===== src/rtl/modbus_rtu_response_deframer_top_macros.svh =====
// Assertion macros shared by the Modbus RTU response deframer RTL.
// Each macro expects a clock named clk and an active high reset named rst in scope.
`ifndef MODBUS_RTU_RESPONSE_DEFRAMER_TOP_MACROS_SVH
`define MODBUS_RTU_RESPONSE_DEFRAMER_TOP_MACROS_SVH

// Checks an implication that must hold in the same cycle.
`define MRRD_ASSERT_NOW(lbl, ante, cons, msg) \
  lbl: assert property (@(posedge clk) disable iff (rst) (ante) |-> (cons)) else $error(msg);

// Checks an implication whose consequence must hold in the next cycle.
`define MRRD_ASSERT_NEXT(lbl, ante, cons, msg) \
  lbl: assert property (@(posedge clk) disable iff (rst) (ante) |=> (cons)) else $error(msg);

`endif


===== src/rtl/mrrd_pkg.sv =====
// Types, constants and the CRC-16 byte update for the Modbus RTU response deframer.
// Has no dependencies; the interfaces, the frame core and the top level import it.
package mrrd_pkg;

  localparam int BYTE_W = 8;
  localparam int WORD_W = 16;

  localparam logic [BYTE_W-1:0] FUNC_CODE = 8'h04;
  localparam logic [WORD_W-1:0] CRC_INIT  = 16'hFFFF;
  localparam logic [WORD_W-1:0] CRC_POLY  = 16'hA001;

  typedef struct packed {
    logic              crc_ok;
    logic [WORD_W-1:0] data_word;
  } mrrd_result_t;

  function automatic logic [WORD_W-1:0] crc_byte(input logic [WORD_W-1:0] crc_in,
                                                 input logic [BYTE_W-1:0] data);
    logic [WORD_W-1:0] crc;
    crc = crc_in ^ {{(WORD_W-BYTE_W){1'b0}}, data};
    for (int i = 0; i < BYTE_W; i++) begin
      if (crc[0]) begin
        crc = (crc >> 1) ^ CRC_POLY;
      end else begin
        crc = crc >> 1;
      end
    end
    return crc;
  endfunction

  localparam logic [WORD_W-1:0] CRC_OF_ZERO = crc_byte(CRC_INIT, 8'h00);

endpackage


===== src/rtl/mrrd_byte_if.sv =====
// Valid/ready channel interfaces for received bytes and for deframed results.
// Depends on mrrd_pkg for the field widths.
interface mrrd_byte_if import mrrd_pkg::*; ();
  logic              valid;
  logic              ready;
  logic [BYTE_W-1:0] rx_byte;

  modport source (output valid, output rx_byte, input ready);
  modport sink (input valid, input rx_byte, output ready);
endinterface

interface mrrd_result_if import mrrd_pkg::*; ();
  logic              valid;
  logic              ready;
  logic              crc_ok;
  logic [WORD_W-1:0] data_word;

  modport source (output valid, output crc_ok, output data_word, input ready);
  modport sink (input valid, input crc_ok, input data_word, output ready);
endinterface


===== src/rtl/mrrd_frame_core.sv =====
// Frame tracking, CRC-16 accumulation and word capture for one byte per step.
// Depends on mrrd_pkg for the CRC byte update and the result type.
module mrrd_frame_core import mrrd_pkg::*; #(
  parameter int FRAME_BYTES = 9
) (
  input  logic              clk,
  input  logic              rst,
  input  logic [BYTE_W-1:0] slave_address,
  input  logic              step,
  input  logic [BYTE_W-1:0] data,
  output logic              res_valid,
  output mrrd_result_t      res
);

  localparam int CNT_W = $clog2(FRAME_BYTES);
  localparam logic [CNT_W-1:0] START_IDX     = CNT_W'(2);
  localparam logic [CNT_W-1:0] HIGH_IDX      = CNT_W'(3);
  localparam logic [CNT_W-1:0] LOW_IDX       = CNT_W'(4);
  localparam logic [CNT_W-1:0] CRC_LAST_IDX  = CNT_W'(FRAME_BYTES - 3);
  localparam logic [CNT_W-1:0] CRC_LOW_IDX   = CNT_W'(FRAME_BYTES - 2);
  localparam logic [CNT_W-1:0] LAST_IDX      = CNT_W'(FRAME_BYTES - 1);

  logic [BYTE_W-1:0] previous_byte;
  logic [WORD_W-1:0] previous_crc;
  logic              receiving;
  logic [CNT_W-1:0]  byte_count;
  logic [WORD_W-1:0] crc_accumulator;
  logic [WORD_W-1:0] word_capture;
  logic              first_crc_match;

  logic              receiving_next;
  logic [CNT_W-1:0]  byte_count_next;
  logic [WORD_W-1:0] crc_accumulator_next;
  logic [WORD_W-1:0] word_capture_next;
  logic              first_crc_match_next;
  logic              start;

  always_comb begin
    start                = (previous_byte == slave_address) && (data == FUNC_CODE);
    receiving_next       = receiving;
    byte_count_next      = byte_count;
    crc_accumulator_next = crc_accumulator;
    word_capture_next    = word_capture;
    first_crc_match_next = first_crc_match;
    res_valid            = 1'b0;
    if (start) begin
      receiving_next       = 1'b1;
      byte_count_next      = START_IDX;
      crc_accumulator_next = crc_byte(previous_crc, data);
      word_capture_next    = '0;
      first_crc_match_next = 1'b0;
    end else if (receiving) begin
      if (byte_count <= CRC_LAST_IDX) begin
        crc_accumulator_next = crc_byte(crc_accumulator, data);
      end
      if (byte_count == HIGH_IDX) begin
        word_capture_next = {data, word_capture[BYTE_W-1:0]};
      end
      if (byte_count == LOW_IDX) begin
        word_capture_next = {word_capture[WORD_W-1:BYTE_W], data};
      end
      if (byte_count == CRC_LOW_IDX) begin
        first_crc_match_next = (data == crc_accumulator[BYTE_W-1:0]);
      end
      if (byte_count == LAST_IDX) begin
        res_valid       = 1'b1;
        receiving_next  = 1'b0;
        byte_count_next = '0;
      end else begin
        byte_count_next = byte_count + CNT_W'(1);
      end
    end
    res.crc_ok    = first_crc_match && (data == crc_accumulator[WORD_W-1:BYTE_W]);
    res.data_word = word_capture_next;
  end

  always_ff @(posedge clk) begin
    if (rst) begin
      previous_byte   <= '0;
      previous_crc    <= CRC_OF_ZERO;
      receiving       <= 1'b0;
      byte_count      <= '0;
      crc_accumulator <= CRC_INIT;
      word_capture    <= '0;
      first_crc_match <= 1'b0;
    end else if (step) begin
      previous_byte   <= data;
      previous_crc    <= crc_byte(CRC_INIT, data);
      receiving       <= receiving_next;
      byte_count      <= byte_count_next;
      crc_accumulator <= crc_accumulator_next;
      word_capture    <= word_capture_next;
      first_crc_match <= first_crc_match_next;
    end
  end

endmodule


===== src/rtl/modbus_rtu_response_deframer_top.sv =====
// The last frame byte is registered at the input, then its result at the output.
// Throughput: one byte per cycle while no result waits on result.ready; the frame
// logic updates its CRC one byte per cycle. An input register and an output register
// let one byte be taken while a result waits. Reset (rst, synchronous, active high)
// clears the frame state, both valid flags and sets the slave address to 1.
`include "modbus_rtu_response_deframer_top_macros.svh"

// Top level of the Modbus RTU response deframer.
// Depends on mrrd_pkg, the channel interfaces and mrrd_frame_core.
module modbus_rtu_response_deframer_top import mrrd_pkg::*; #(
  parameter int FRAME_BYTES = 9
) (
  input  logic              clk,
  input  logic              rst,
  input  logic              cfg_write_en,
  input  logic [BYTE_W-1:0] cfg_write_data,
  mrrd_byte_if.sink         rx,
  mrrd_result_if.source     result
);

  logic [BYTE_W-1:0] slave_address;
  logic              in_valid;
  logic [BYTE_W-1:0] in_byte;
  logic              out_valid;
  mrrd_result_t      out_res;
  logic              core_valid;
  mrrd_result_t      core_res;
  logic              consume;

  assign consume  = in_valid && (!core_valid || !out_valid || result.ready);
  assign rx.ready = !in_valid || consume;

  assign result.valid     = out_valid;
  assign result.crc_ok    = out_res.crc_ok;
  assign result.data_word = out_res.data_word;

  mrrd_frame_core #(
    .FRAME_BYTES(FRAME_BYTES)
  ) u_core (
    .clk          (clk),
    .rst          (rst),
    .slave_address(slave_address),
    .step         (consume),
    .data         (in_byte),
    .res_valid    (core_valid),
    .res          (core_res)
  );

  always_ff @(posedge clk) begin
    if (rst) begin
      slave_address <= 8'd1;
      in_valid      <= 1'b0;
      out_valid     <= 1'b0;
    end else begin
      if (cfg_write_en) begin
        slave_address <= cfg_write_data;
      end
      if (rx.valid && rx.ready) begin
        in_valid <= 1'b1;
      end else if (consume) begin
        in_valid <= 1'b0;
      end
      if (consume && core_valid) begin
        out_valid <= 1'b1;
      end else if (result.ready) begin
        out_valid <= 1'b0;
      end
    end
  end

  always_ff @(posedge clk) begin
    if (rx.valid && rx.ready) begin
      in_byte <= rx.rx_byte;
    end
    if (consume && core_valid) begin
      out_res <= core_res;
    end
  end

  `MRRD_ASSERT_NOW(a_no_overwrite, consume && core_valid,
                   !out_valid || result.ready, "result overwritten before it was taken")
  `MRRD_ASSERT_NEXT(a_held_item, in_valid && !consume && !rx.ready,
                    in_valid && $stable(in_byte), "held item lost")
  `MRRD_ASSERT_NOW(a_ready_when_free, !out_valid, rx.ready,
                   "input stalled with no result waiting")

endmodule

===== src/flat_wrapper.sv =====
// flat-port wrapper written by rule: the top's interface ports become plain ports
module modbus_rtu_response_deframer_top_flat import mrrd_pkg::*;
#(
  parameter int FRAME_BYTES = 9
)
  (clk, rst, cfg_write_en, cfg_write_data, rx_valid, rx_rx_byte, rx_ready, result_valid, result_crc_ok, result_data_word, result_ready);
  mrrd_byte_if rx_i ();
  mrrd_result_if result_i ();
  input  logic clk;
  input  logic rst;
  input  logic cfg_write_en;
  input  logic [BYTE_W-1:0] cfg_write_data;
  input wire logic [$bits(rx_i.valid)-1:0] rx_valid;
  input wire logic [$bits(rx_i.rx_byte)-1:0] rx_rx_byte;
  output wire logic [$bits(rx_i.ready)-1:0] rx_ready;
  output wire logic [$bits(result_i.valid)-1:0] result_valid;
  output wire logic [$bits(result_i.crc_ok)-1:0] result_crc_ok;
  output wire logic [$bits(result_i.data_word)-1:0] result_data_word;
  input wire logic [$bits(result_i.ready)-1:0] result_ready;
  assign rx_i.valid = rx_valid;
  assign rx_i.rx_byte = rx_rx_byte;
  assign rx_ready = rx_i.ready;
  assign result_valid = result_i.valid;
  assign result_crc_ok = result_i.crc_ok;
  assign result_data_word = result_i.data_word;
  assign result_i.ready = result_ready;
  modbus_rtu_response_deframer_top #(.FRAME_BYTES(FRAME_BYTES)) u_core (.clk(clk), .rst(rst), .cfg_write_en(cfg_write_en), .cfg_write_data(cfg_write_data), .rx(rx_i), .result(result_i));
endmodule

===== config.mk =====
export PLATFORM = sky130hd
export DESIGN_NAME = modbus_rtu_response_deframer_top_flat
export DESIGN_NICKNAME = d
export VERILOG_FILES = /design/src/rtl/mrrd_pkg.sv /design/src/rtl/mrrd_byte_if.sv /design/src/rtl/mrrd_frame_core.sv /design/src/rtl/modbus_rtu_response_deframer_top.sv /design/src/flat_wrapper.sv
export VERILOG_INCLUDE_DIRS = /design/src /design/src/rtl
export SDC_FILE = /design/constraint.sdc
export NUM_CORES = 1
export LEC_CHECK = 0
export BUFFER_PORTS_ARGS = -buffer_cell sky130_fd_sc_hd__buf_4
export CAP_MARGIN = 20
export CORE_ASPECT_RATIO = 0.5
export CORE_MARGIN = 2
export CORE_UTILIZATION = 64
export CTS_CLUSTER_DIAMETER = 200
export DETAILED_ROUTE_END_ITERATION = 16
export HOLD_SLACK_MARGIN = 0.05
export PLACE_DENSITY = 0.85
export SLEW_MARGIN = 10
export SYNTH_ARGS = -nofsm -noshare
export SYNTH_HDL_FRONTEND = slang
export SYNTH_HIERARCHICAL = 1
export SYNTH_SLANG_ARGS = --single-unit

===== constraint.sdc =====
create_clock -name clk -period 10.4 [get_ports clk]
set_input_delay 1.04 -clock clk [delete_from_list [all_inputs] [get_ports clk]]
set_output_delay 1.04 -clock clk [all_outputs]
set_load 0.02 [all_outputs]

==> results.md <==
- Syn Nets: 483
- First-pass GRT wire length: 15,600 um
- CTS resizes: 0
- Routed Antenna Nets: 0
- Sequential fraction of the synthesis area: 0.461
- Initial Util: 0.666
- # IOs: 40
- CP max stage delay: 620 ps
- Mean Syn Cell Area: 9.95 um2
- Synthesis Warnings: 6
- Critical path's slowest cell: edfxtp_1
- Main synth FF type: dfxtp_1
- Post-synth EDFFs: 25
- Routed WL: 9590 um
- Dpl cell area: 4800 um2
- GRT Total Usage: 0.270
- Commonest non-fill, non-tap cell in the layout: nor2_1
- Crit. End Element: flop
- Max Fclk: 247 MHz
- TritonCTS Sinks: 91
- Root buf cell: clkbuf_16
- Crit path launch type: flop
- Setup WS pre-CTS: 6460 ps
- Die Y: 63.3 um
- Via-per-instance ratio: 5.97
- Die W: 123 um
- Core ar.: 6750 um2
- Via count: 3,411
- Setup CP Type: reg2reg
- Critical-path cell list: inv_1, ha_1, and4_1, nand2_1, nor3_4, buf_4, nor2_1, a21boi_4, buf_4, o211a_1, a21oi_1, buf_4, a211oi_1, o21ai_0
- Clock Tree Buf Depth: 2
- Number of global-route vias before repair: 3,170
- Post-synth top area share: 0.294
- Synth unique cells: 48
- RSZ-0062 raised after global routing: false
- Reg clk slew, reported paths: 60 ps
- Area of the multi-input gates: 2240 um2
- Post-CTS Setup Inserts: 0
- Pleak: 2.03 nW
- Buf/Inv on CP: 4
- Max-cap viol count: 0
- Final setup viols: 0
- Ys async rst share: 0
- Hold WC Path Type: reg2reg
- GP Congestion: 0.851
- Setup Skew: 7.81 ps
- Post-Syn Area: 4500 um2
- Initial antenna violation count: 0
- CTS tree: built
- Mapped Cells: 452
- Minimum clock period: 4050 ps
- Pwr/cell area: 157 nW/um2
- Worst EP required: 10,600 ps
- Num CTS Buffers: 9
- Arr. time, crit path: 4250 ps
- Synth top area cells: dfxtp_1 29%, edfxtp_1 17%, xnor2_1 7.2%
- Largest net degree at the start of global routing: 53
- Htree depth: 3
- Register area: 2070 um2
- Slew Viols, Final: 0
- Final worst slack: 6350 ps
- DP HPWL: 6470 um
- DRC: 0
- Initial DRC Count: 330
- Max rail drop VDD: 0.113 mV
- Fin crit share: 0.390
- Most used cell, CP: buf_4
- Setup TNS: 0 ps
- Final Cell Area: 5080 um2
- Count of input and output buffers: 39
- Worst-skew pair later-pin latency: 350 ps
- Slew margin rel.: 0.552
- Hold buffer count at CTS: 0
- Total die area: 7760 um2
- Share of cells above drive strength 1: 0.146
- Pre-antenna DRT Iters: 5
- Worst Max-Slew Pin Slew: 670 ps
- Crit-path max FO: 52
- Final Hold Fails: 0
- Area growth syn-to-layout: 12.8%
- CP delay by family, top: buffers and inverters
- Std cell rows: 21
- Status: completed
- Final nets: 505
- #FFs+latches synth: 91
- Area leader, netlist: dfxtp_1
- # diodes: 0
- Highest-count cells in the layout ignoring fill and taps: 81 x nor2_1, 66 x dfxtp_1, 43 x buf_4
- Worst hold margin: 486 ps
- Total gr overflow: 0
- Fillers: 484
- Routed wire length per instance: 16.8 um
- Final core occ: 0.752
state kept, by name (all words and copies together), names as in the netlist, 4 cells and up:
| signal | cells |
|---|---|
| u_core/u_core/byte_count | 4 |
| u_core/u_core/previous_byte | 8 |
| u_core/slave_address | 8 |
| u_core/u_core/previous_crc | 10 |
| u_core/in_byte | 8 |
| u_core/u_core/word_capture | 16 |
| u_core/result.data_word | 16 |
| u_core/u_core/crc_accumulator | 16 |
cell families after synthesis:
| kind of cell | count (synthesis) | share of synthesized area |
|---|---|---|
| fa+ha+maj | 10 | 0.0278 |
| mux | 31 | 0.0690 |
| compound gates | 73 | 0.111 |
| flops | 91 | 0.461 |
| xor+xnor | 61 | 0.142 |
| simple gates | 141 | 0.143 |
| buf+inv | 45 | 0.0462 |
final timing paths:
| check | start | endpoint | slack, ps | cells after the start |
|---|---|---|---|---|
| setup / recovery | u_core/in_byte[7] | u_core/u_core/crc_accumulator[5] | 6350 | 14 |
| hold / removal | u_core/u_core/previous_crc[15] | u_core/u_core/previous_crc[15] | 490 | 2 |
| setup reg to reg | u_core/in_byte[7] | u_core/u_core/crc_accumulator[5] | 6350 | 14 |
| hold reg to reg | u_core/u_core/previous_crc[15] | u_core/u_core/previous_crc[15] | 490 | 2 |
layer usage:
layer | share of wire | global-route usage
met1 | 0.45 | 0.361
met2 | 0.44 | 0.407
met3 | 0.086 | 0.101
met4 | 0.017 | 0.0891
met5 | 0 | 0
synthesized netlist by cell type (all sizes together), types with 2 or more instances:
master / number
nand4: 4
a211oi: 11
nor3: 5
xnor2: 39
nor2: 81
mux2i: 31
buf: 18
and2: 2
clkbuf: 14
and4: 2
a21oi: 15
inv: 13
nor2b: 10
nor4: 4
dfxtp: 66
a32oi: 16
a21o: 2
nand2: 21
and3: 3
nand3: 3
xor2: 17
o211ai: 9
o21ai: 14
ha: 10
edfxtp: 25
xnor3: 4
a31oi: 3
worst register-to-register path: cells and delay by family, from the launching register on:
kind / cells / cell delay (ps)
AO/OA/AOI/OAI: 5 / 860
flip-flops: 1 / 620
adder cells (fa/ha/maj): 1 / 160
buffers and inverters: 4 / 1440
AND/OR/NAND/NOR: 4 / 820
power by group:
part	total [mW]	internal (mW)	switching [mW]
Combinational	0.103	0.0530	0.0500
Clock	0.302	0.168	0.134
Sequential	0.390	0.373	0.0170
final cells by class:
type | count | area share
multi-input cells | 316 | 0.441
well taps | 92 | 0.0227
flip-flops and latches | 91 | 0.408
inverters | 13 | 0.00961
clock buffers | 10 | 0.0471
clock inverters | 6 | 0.00813
repair buffers | 43 | 0.0636
per-stage QoR:
| stage | cells | total power [mW] |
|---|---|---|
| after floorplan | 452 | 0.474 |
| after global placement | 555 | 0.497 |
| after detailed placement | 555 | 0.499 |
| after CTS | 571 | 0.799 |
| after global routing | 571 | 0.828 |
| final | 571 | 0.795 |
Power figures use the tool's default switching activity.
